## config.mk

```make
export PLATFORM = sky130hd
export DESIGN_NAME = gamepad_input_conditioner_core
export DESIGN_NICKNAME = d
export VERILOG_FILES = /design/src/sv/gic_pkg.sv /design/src/sv/gic_button_debounce.sv /design/src/sv/gic_axis_hold.sv /design/src/sv/gamepad_input_conditioner_core.sv
export SDC_FILE = /design/constraint.sdc
export NUM_CORES = 1
export LEC_CHECK = 0
export BUFFER_PORTS_ARGS = -buffer_cell sky130_fd_sc_hd__buf_4
export CAP_MARGIN = 20
export CORE_UTILIZATION = 45
export CTS_CLUSTER_SIZE = 14
export DETAILED_ROUTE_END_ITERATION = 16
export GPL_TIMING_DRIVEN = 0
export PLACE_DENSITY_LB_ADDON = 0.08
export SYNTH_ARGS = -nofsm -noshare
export SYNTH_HDL_FRONTEND = slang
export SYNTH_SLANG_ARGS = --single-unit
```

## constraint.sdc

```tcl
create_clock -name i_clk -period 13 [get_ports i_clk]
set_input_delay 1.3 -clock i_clk [delete_from_list [all_inputs] [get_ports i_clk]]
set_output_delay 1.3 -clock i_clk [all_outputs]
set_load 0.02 [all_outputs]
```

## src/sv/gic_pkg.sv

```systemverilog
// Shared types, constants and configuration layout for the gamepad input conditioner.
package gic_pkg;

    // Field widths fixed by the controller interface.
    localparam int BTN_W       = 18;
    localparam int SAMPLE_W    = 12;
    localparam int AXIS_W      = 8;
    localparam int AXES        = 4;
    localparam int DEV_W       = 2;
    localparam int CFG_IDX_W   = 3;
    localparam int CFG_DATA_W  = 18;
    localparam int COUNT_W     = 3;

    // Default number of controller slots.
    localparam int MAX_DEVICES_DEF = 4;

    // Stick center value.
    localparam logic [AXIS_W-1:0] CENTER = 8'd128;

    // Configuration register indexes.
    localparam logic [CFG_IDX_W-1:0] CFG_DEVICE_COUNT  = 3'd0;
    localparam logic [CFG_IDX_W-1:0] CFG_PRESS_LEVEL   = 3'd1;
    localparam logic [CFG_IDX_W-1:0] CFG_BUTTON_ENABLE = 3'd2;
    localparam logic [CFG_IDX_W-1:0] CFG_ANALOG_ENABLE = 3'd3;
    localparam logic [CFG_IDX_W-1:0] CFG_AXIS_INVERT   = 3'd4;
    localparam logic [CFG_IDX_W-1:0] CFG_DEADZONE      = 3'd5;

    typedef logic [AXIS_W-1:0]   t_axis;
    typedef logic [SAMPLE_W-1:0] t_sample;
    typedef logic [BTN_W-1:0]    t_buttons;

    // Configuration shared by all controllers.
    typedef struct packed {
        logic [COUNT_W-1:0] device_count;
        logic               press_level;
        t_buttons           button_enable;
        logic [AXES-1:0]    analog_enable;
        logic [AXES-1:0]    axis_invert;
        t_axis              deadzone;
    } t_cfg;

endpackage

```

## src/sv/gic_button_debounce.sv

```systemverilog
// Per-controller two-sample button debounce with raw and held button tables.
module gic_button_debounce #(
    parameter int MAX_DEVICES = gic_pkg::MAX_DEVICES_DEF,
    parameter int SLOT_W      = 2
) (
    input  logic                  i_clk,
    input  logic                  i_rst_n,
    input  gic_pkg::t_cfg         i_cfg,
    input  logic                  i_update,
    input  logic [SLOT_W-1:0]     i_slot,
    input  gic_pkg::t_buttons     i_levels,
    output gic_pkg::t_buttons     o_held
);

    gic_pkg::t_buttons r_last [MAX_DEVICES];
    gic_pkg::t_buttons r_held [MAX_DEVICES];
    gic_pkg::t_buttons w_pressed;

    // Polarity flip and unwired-button mask, then accept only a repeated word.
    always_comb begin
        w_pressed = i_cfg.press_level ? i_levels : ~i_levels;
        w_pressed = w_pressed & i_cfg.button_enable;
        o_held    = (w_pressed == r_last[i_slot]) ? w_pressed : r_held[i_slot];
    end

    // Table update on each poll of a registered controller.
    always_ff @(posedge i_clk) begin
        if (!i_rst_n) begin
            for (int d = 0; d < MAX_DEVICES; d++) begin
                r_last[d] <= '0;
                r_held[d] <= '0;
            end
        end else if (i_update) begin
            r_last[i_slot] <= w_pressed;
            r_held[i_slot] <= o_held;
        end
    end

endmodule

```

## src/sv/gic_axis_hold.sv

```systemverilog
// Per-controller stick axis conditioning with held axis table.
module gic_axis_hold #(
    parameter int MAX_DEVICES = gic_pkg::MAX_DEVICES_DEF,
    parameter int SLOT_W      = 2
) (
    input  logic                  i_clk,
    input  logic                  i_rst_n,
    input  gic_pkg::t_cfg         i_cfg,
    input  logic                  i_update,
    input  logic [SLOT_W-1:0]     i_slot,
    input  gic_pkg::t_sample      i_samples [gic_pkg::AXES],
    output gic_pkg::t_axis        o_axes    [gic_pkg::AXES]
);

    gic_pkg::t_axis r_held [MAX_DEVICES][gic_pkg::AXES];
    gic_pkg::t_axis w_val  [gic_pkg::AXES];
    gic_pkg::t_axis w_dist [gic_pkg::AXES];

    // Keep the top bits, optionally invert, snap to center inside the deadzone; disabled axes show the held value.
    always_comb begin
        for (int a = 0; a < gic_pkg::AXES; a++) begin
            w_val[a] = i_samples[a][gic_pkg::SAMPLE_W-1 -: gic_pkg::AXIS_W];
            if (i_cfg.axis_invert[a]) begin
                w_val[a] = ~w_val[a];
            end
            w_dist[a] = (w_val[a] >= gic_pkg::CENTER) ? (w_val[a] - gic_pkg::CENTER)
                                                      : (gic_pkg::CENTER - w_val[a]);
            if (w_dist[a] < i_cfg.deadzone) begin
                w_val[a] = gic_pkg::CENTER;
            end
            o_axes[a] = i_cfg.analog_enable[a] ? w_val[a] : r_held[i_slot][a];
        end
    end

    // Held values start centered; disabled axes rewrite their old value.
    always_ff @(posedge i_clk) begin
        if (!i_rst_n) begin
            for (int d = 0; d < MAX_DEVICES; d++) begin
                for (int a = 0; a < gic_pkg::AXES; a++) begin
                    r_held[d][a] <= gic_pkg::CENTER;
                end
            end
        end else if (i_update) begin
            for (int a = 0; a < gic_pkg::AXES; a++) begin
                r_held[i_slot][a] <= o_axes[a];
            end
        end
    end

endmodule

```

## src/sv/gamepad_input_conditioner_core.sv

```systemverilog
// Top level of the gamepad input conditioner: input word register, per-controller
// tables and result word register.
//
//  Channel  | Handshake                | Carries
//  ---------+--------------------------+------------------------------------------
//  input    | i_in_valid / o_in_ready  | device index, 18 pin levels, 4 samples
//  result   | o_out_valid / i_out_ready| device, held buttons, 4 conditioned axes
//  config   | i_cfg_valid / o_cfg_ready| register index and write data
//
// A poll is captured in the input register, conditioned there while the
// controller tables update, and shown from the result register: one word per
// cycle while the result is taken. A poll of an unregistered controller leaves
// the input register without a result. Reset clears the tables (axes centered),
// the configuration and the valid flags; a stalled result word holds the pipeline behind it.
module gamepad_input_conditioner_core #(
    parameter int MAX_DEVICES = gic_pkg::MAX_DEVICES_DEF
) (
    input  logic                           i_clk,
    input  logic                           i_rst_n,
    // Configuration write channel.
    input  logic                           i_cfg_valid,
    output logic                           o_cfg_ready,
    input  logic [gic_pkg::CFG_IDX_W-1:0]  i_cfg_index,
    input  logic [gic_pkg::CFG_DATA_W-1:0] i_cfg_data,
    // Poll channel.
    input  logic                           i_in_valid,
    output logic                           o_in_ready,
    input  logic [gic_pkg::DEV_W-1:0]      i_device_index,
    input  logic [gic_pkg::BTN_W-1:0]      i_button_levels,
    input  logic [gic_pkg::SAMPLE_W-1:0]   i_left_x_sample,
    input  logic [gic_pkg::SAMPLE_W-1:0]   i_left_y_sample,
    input  logic [gic_pkg::SAMPLE_W-1:0]   i_right_x_sample,
    input  logic [gic_pkg::SAMPLE_W-1:0]   i_right_y_sample,
    // Result channel.
    output logic                           o_out_valid,
    input  logic                           i_out_ready,
    output logic [gic_pkg::DEV_W-1:0]      o_result_device,
    output logic [gic_pkg::BTN_W-1:0]      o_pressed_buttons,
    output logic [gic_pkg::AXIS_W-1:0]     o_left_x,
    output logic [gic_pkg::AXIS_W-1:0]     o_left_y,
    output logic [gic_pkg::AXIS_W-1:0]     o_right_x,
    output logic [gic_pkg::AXIS_W-1:0]     o_right_y
);

    localparam int SLOT_W = (MAX_DEVICES > 1) ? $clog2(MAX_DEVICES) : 1;

    gic_pkg::t_cfg               r_cfg;
    logic                        r_in_valid;
    logic [gic_pkg::DEV_W-1:0]   r_in_device;
    gic_pkg::t_buttons           r_in_levels;
    gic_pkg::t_sample            r_in_samples [gic_pkg::AXES];
    logic                        r_out_valid;
    logic [gic_pkg::DEV_W-1:0]   r_out_device;
    gic_pkg::t_buttons           r_out_buttons;
    gic_pkg::t_axis              r_out_axes [gic_pkg::AXES];

    logic                        w_registered;
    logic                        w_advance;
    logic                        w_update;
    logic [SLOT_W-1:0]           w_slot;
    gic_pkg::t_buttons           w_held;
    gic_pkg::t_axis              w_axes [gic_pkg::AXES];

    // Configuration registers accept a word in every cycle.
    assign o_cfg_ready = 1'b1;

    always_ff @(posedge i_clk) begin
        if (!i_rst_n) begin
            r_cfg <= '0;
        end else if (i_cfg_valid) begin
            unique case (i_cfg_index)
                gic_pkg::CFG_DEVICE_COUNT: begin
                    r_cfg.device_count <= i_cfg_data[gic_pkg::COUNT_W-1:0];
                end
                gic_pkg::CFG_PRESS_LEVEL: begin
                    r_cfg.press_level <= i_cfg_data[0];
                end
                gic_pkg::CFG_BUTTON_ENABLE: begin
                    r_cfg.button_enable <= i_cfg_data[gic_pkg::BTN_W-1:0];
                end
                gic_pkg::CFG_ANALOG_ENABLE: begin
                    r_cfg.analog_enable <= i_cfg_data[gic_pkg::AXES-1:0];
                end
                gic_pkg::CFG_AXIS_INVERT: begin
                    r_cfg.axis_invert <= i_cfg_data[gic_pkg::AXES-1:0];
                end
                gic_pkg::CFG_DEADZONE: begin
                    r_cfg.deadzone <= i_cfg_data[gic_pkg::AXIS_W-1:0];
                end
                default: begin
                end
            endcase
        end
    end

    // A poll yields a result only for a registered controller slot.
    assign w_registered = (32'(r_in_device) < MAX_DEVICES) &&
                          ({1'b0, r_in_device} < r_cfg.device_count);
    assign w_advance    = r_in_valid && (!w_registered || !r_out_valid || i_out_ready);
    assign w_update     = w_advance && w_registered;
    assign w_slot       = SLOT_W'(r_in_device);
    assign o_in_ready   = !r_in_valid || w_advance;

    // Input word register.
    always_ff @(posedge i_clk) begin
        if (!i_rst_n) begin
            r_in_valid <= 1'b0;
        end else if (o_in_ready) begin
            r_in_valid <= i_in_valid;
        end
    end

    always_ff @(posedge i_clk) begin
        if (o_in_ready && i_in_valid) begin
            r_in_device     <= i_device_index;
            r_in_levels     <= i_button_levels;
            r_in_samples[0] <= i_left_x_sample;
            r_in_samples[1] <= i_left_y_sample;
            r_in_samples[2] <= i_right_x_sample;
            r_in_samples[3] <= i_right_y_sample;
        end
    end

    // Per-controller button and axis tables.
    gic_button_debounce #(
        .MAX_DEVICES (MAX_DEVICES),
        .SLOT_W      (SLOT_W)
    ) u_buttons (
        .i_clk    (i_clk),
        .i_rst_n  (i_rst_n),
        .i_cfg    (r_cfg),
        .i_update (w_update),
        .i_slot   (w_slot),
        .i_levels (r_in_levels),
        .o_held   (w_held)
    );

    gic_axis_hold #(
        .MAX_DEVICES (MAX_DEVICES),
        .SLOT_W      (SLOT_W)
    ) u_axes (
        .i_clk     (i_clk),
        .i_rst_n   (i_rst_n),
        .i_cfg     (r_cfg),
        .i_update  (w_update),
        .i_slot    (w_slot),
        .i_samples (r_in_samples),
        .o_axes    (w_axes)
    );

    // Result word register.
    always_ff @(posedge i_clk) begin
        if (!i_rst_n) begin
            r_out_valid <= 1'b0;
        end else if (w_update) begin
            r_out_valid <= 1'b1;
        end else if (i_out_ready) begin
            r_out_valid <= 1'b0;
        end
    end

    always_ff @(posedge i_clk) begin
        if (w_update) begin
            r_out_device  <= r_in_device;
            r_out_buttons <= w_held;
            for (int a = 0; a < gic_pkg::AXES; a++) begin
                r_out_axes[a] <= w_axes[a];
            end
        end
    end

    assign o_out_valid       = r_out_valid;
    assign o_result_device   = r_out_device;
    assign o_pressed_buttons = r_out_buttons;
    assign o_left_x          = r_out_axes[0];
    assign o_left_y          = r_out_axes[1];
    assign o_right_x         = r_out_axes[2];
    assign o_right_y         = r_out_axes[3];

endmodule

```

==> insert_results.sql <==
INSERT INTO impl_metrics (metric_group, metric, value, unit) VALUES
('outcome', 'run_status', 'complete, no violations', ''),
('setup_path', 'r2r_start', 'r_in_device[0]', ''),
('place', 'port_buffers', '130', ''),
('synth', 'sequential_to_total_area_share_from_yosys_stat', '0.590', ''),
('clocking', 'cts_made_buffers', '47', ''),
('timing', 'unrepaired_setup_endpoints_after_global_routing', 'no', ''),
('routing', 'drtIter0Drc', '1282', ''),
('setup_path', 'crit_type', 'reg2reg', ''),
('grt', 'grt_pass1_wl', '86600', 'um'),
('grt', 'maximum_number_of_pins_on_one_net_before_global_route_repair', '47', ''),
('routing', 'routed_wirelength', '58300', 'um'),
('power', 'powerDensity', '132', 'nW/um2'),
('floorplanning', 'core', '44600', 'um2'),
('clocking', 'count_of_cells_resized_by_post_cts_repair', '0', ''),
('worst_hold_path', 'min-delay-path-class', 'reg2reg', ''),
('setup_path', 'setup.worst_path.start_class', 'flop', ''),
('routing', 'ant_nets', '0', ''),
('synth', 'synth-warning-count', '0', ''),
('clocking', 'cts.sinks', '418', ''),
('clocking', 'clk_latency', '600', 'ps'),
('setup_path', 'setup.worst_path.start', 'r_in_device[0]', ''),
('timing', 'slew_violations', '0', ''),
('layout', 'n_antenna_cell', '0', ''),
('timing', 'max_clock_freq', '230', 'MHz'),
('synth', 'synth_largest_area_cell', 'sky130_fd_sc_hd__edfxtp_1', ''),
('synth', 'synth_enable_flop_cells', '376', ''),
('layout', 'final_core_util', '0.541', ''),
('timing', 'final.setup_skew', '21.1', 'ps'),
('floorplanning', 'die_w', '216', 'um'),
('clocking', 'cts.root.buffer_cell', 'sky130_fd_sc_hd__clkbuf_16', ''),
('clocking', 'cts.clk_slew.worst_paths', '70', 'ps'),
('synth', 'yosys-top-cells-area', 'sky130_fd_sc_hd__edfxtp_1, sky130_fd_sc_hd__mux4_2, sky130_fd_sc_hd__nand2_1', ''),
('place', 'placedCellCount', '2364', ''),
('clocking', 'cts_htree_levels', '2', ''),
('clocking', 'clk_path_buf_depth', '3', ''),
('timing', 'final.period_utilization', '0.334', ''),
('routing', 'vias', '13938', ''),
('timing', 'report.final.hold_viol_count', '0', ''),
('routing', 'drt_pass1_iterations', '7', ''),
('layout', 'drive_above_1_share', '0.173', ''),
('floorplanning', 'die_area', '46500', 'um2'),
('layout', 'nNetsFinal', '1945', ''),
('place', 'routabilityCongestion', '0.845', ''),
('clocking', 'post_cts.repair.setup_buffers', '0', ''),
('synth', 'synth_flop_cell', 'sky130_fd_sc_hd__edfxtp_1', ''),
('timing', 'final.setup.tns', '0', 'ps'),
('timing', 'finalWorstPathRequiredPeriod', '4350', 'ps'),
('setup_path', 'critical_path.endpoint_type', 'flop', ''),
('routing', 'drcViolationCount', '0', ''),
('synth', 'yosysUniqueCellTypes', '47', ''),
('floorplanning', 'fp.dieH', '216', 'um'),
('synth', 'synth_most_common_cell', 'sky130_fd_sc_hd__edfxtp_1', ''),
('floorplanning', 'floorplan.rows', '77', ''),
('synth', 'yosysTopAreaCellShare', '0.549', ''),
('worst_hold_path', 'holdCritStartpoint', 'r_cfg[17]', ''),
('grt', 'grt_util_all_layers', '0.252', ''),
('clocking', 'cts.hold.buffers_added', '0', ''),
('synth', 'synth.avg_cell_area', '12.6', 'um2'),
('place', 'total_cell_area_at_the_placement_stage', '22600', 'um2'),
('grt', 'global_route.overflow_total', '0', ''),
('setup_path', 'cp_data_arrival_time', '4630', 'ps'),
('grt', 'via_count_of_the_first_global_routing_pass', '13990', ''),
('floorplanning', 'io_pins', '149', ''),
('synth', 'synth-seq-cells', '418', ''),
('layout', 'post_layout_nonfiller_instances', '2453', ''),
('timing', 'setup-violations-final', '0', ''),
('layout', 'final_design_area_no_fill', '24100', 'um2'),
('timing', 'maxSlewHeadroom', '0.313', ''),
('synth', 'synth.top_cells.by_count', 'sky130_fd_sc_hd__edfxtp_1, sky130_fd_sc_hd__nand2_1, sky130_fd_sc_hd__a211oi_1', ''),
('timing', 'worst_slew_pin_slew', '1020', 'ps'),
('synth', 'instance_count_of_the_mapped_netlist', '1625', '');
## through the flow
stage / worst slack (ps) / power, mW / hold slack [ps]
2_1_floorplan: 8400 / 1.76 / 424
3_5_place_dp: 8410 / 1.89 / 454
5_1_grt: 8460 / 3.29 / 484
4_1_cts: 8680 / 3.21 / 462
6_report: 8650 / 3.18 / 458
3_3_place_gp: 5800 / 1.88 / 446
## worst paths after layout
check                                end  slack, ps  depth (start not counted)
hold / removal                 r_cfg[17]        460                          2
hold reg to reg                r_cfg[17]        460                          2
setup reg to reg  u_buttons.r_last[1][6]       8650                         10
setup / recovery  u_buttons.r_last[1][6]       8650                         10
## kinds of logic (layout without fill, tap and decap cells)
kind of cell,count (synthesis),in the layout,synth area share
DFF,418,418,0.590
xor gates and xnor gates,88,88,0.0375
buffers and inverters,225,461,0.0460
adders and majority gates,33,33,0.0196
muxes,175,175,0.128
AOI/OAI and AO/OA,284,284,0.0926
other,1,1,0.000182
and+or+nand+nor,401,401,0.0860
## critical path: stages (launching register included)
cell	delay, ps
sky130_fd_sc_hd__edfxtp_1	470
sky130_fd_sc_hd__clkbuf_1	270
sky130_fd_sc_hd__nand2b_1	210
sky130_fd_sc_hd__a21oi_1	200
sky130_fd_sc_hd__o21ai_1	270
sky130_fd_sc_hd__nor3b_1	420
sky130_fd_sc_hd__clkbuf_1	640
sky130_fd_sc_hd__nand3b_1	380
sky130_fd_sc_hd__clkbuf_1	380
sky130_fd_sc_hd__nand2_2	520
sky130_fd_sc_hd__buf_12	260
## flip-flops by register name (all words and copies together), names as in the netlist, named ones only
register and flops:
r_cfg 38, o_result_device 2, r_in_valid 1, r_in_samples 32, u_buttons.r_last 72, u_axes.r_held 128, o_pressed_buttons 18, r_in_levels 18
u_buttons.r_held 72, o_out_valid 1, r_out_axes 32, r_in_device 2
## layout by cell type, fill, tap and decap left out, drive strengths merged, types with 5 or more instances in the layout
cell,n
o21ai,45
ha,29
nand4,15
dfxtp,42
o22ai,6
nor3,7
a21oi,50
a21boi,32
clkbuf,161
nand2b,7
inv,91
nor4,5
and2,18
mux4,68
or2,5
mux2i,87
xor2,12
xnor2,76
a211oi,112
nand2,266
buf,180
or4,5
nor2b,21
nor2,34
clkinv,23
and3,8
o31ai,6
edfxtp,376
mux2,20
o211ai,16
## routing by layer
metal | wire length [um] | track usage | part of all wire | vias up
li1 | - | - | - | 6391
met1 | 23300 | 0.317 | 0.40 | 6989
met2 | 29800 | 0.439 | 0.51 | 460
met3 | 2900 | 0.0266 | 0.050 | 98
met4 | 2290 | 0.109 | 0.039 | 0
met5 | 0 | 0 | 0 | -
## cell type report
cell class	instances	area, um2
Buffer	135	607
Clock buffer	58	1220
Clock inverter	30	288
Fill cell	3845	20500
Inverter	90	338
Multi-Input combinational cell	982	7520
Sequential cell	418	12100
Tap cell	592	741
Timing Repair Buffer	148	1270
## report_power, final
group	internal, mW	switching, mW
combinational	0.127	0.202
clock	0.751	0.566
sequential	1.52	0.0211
total	2.39	0.789
(Power assumes the default switching activity.)
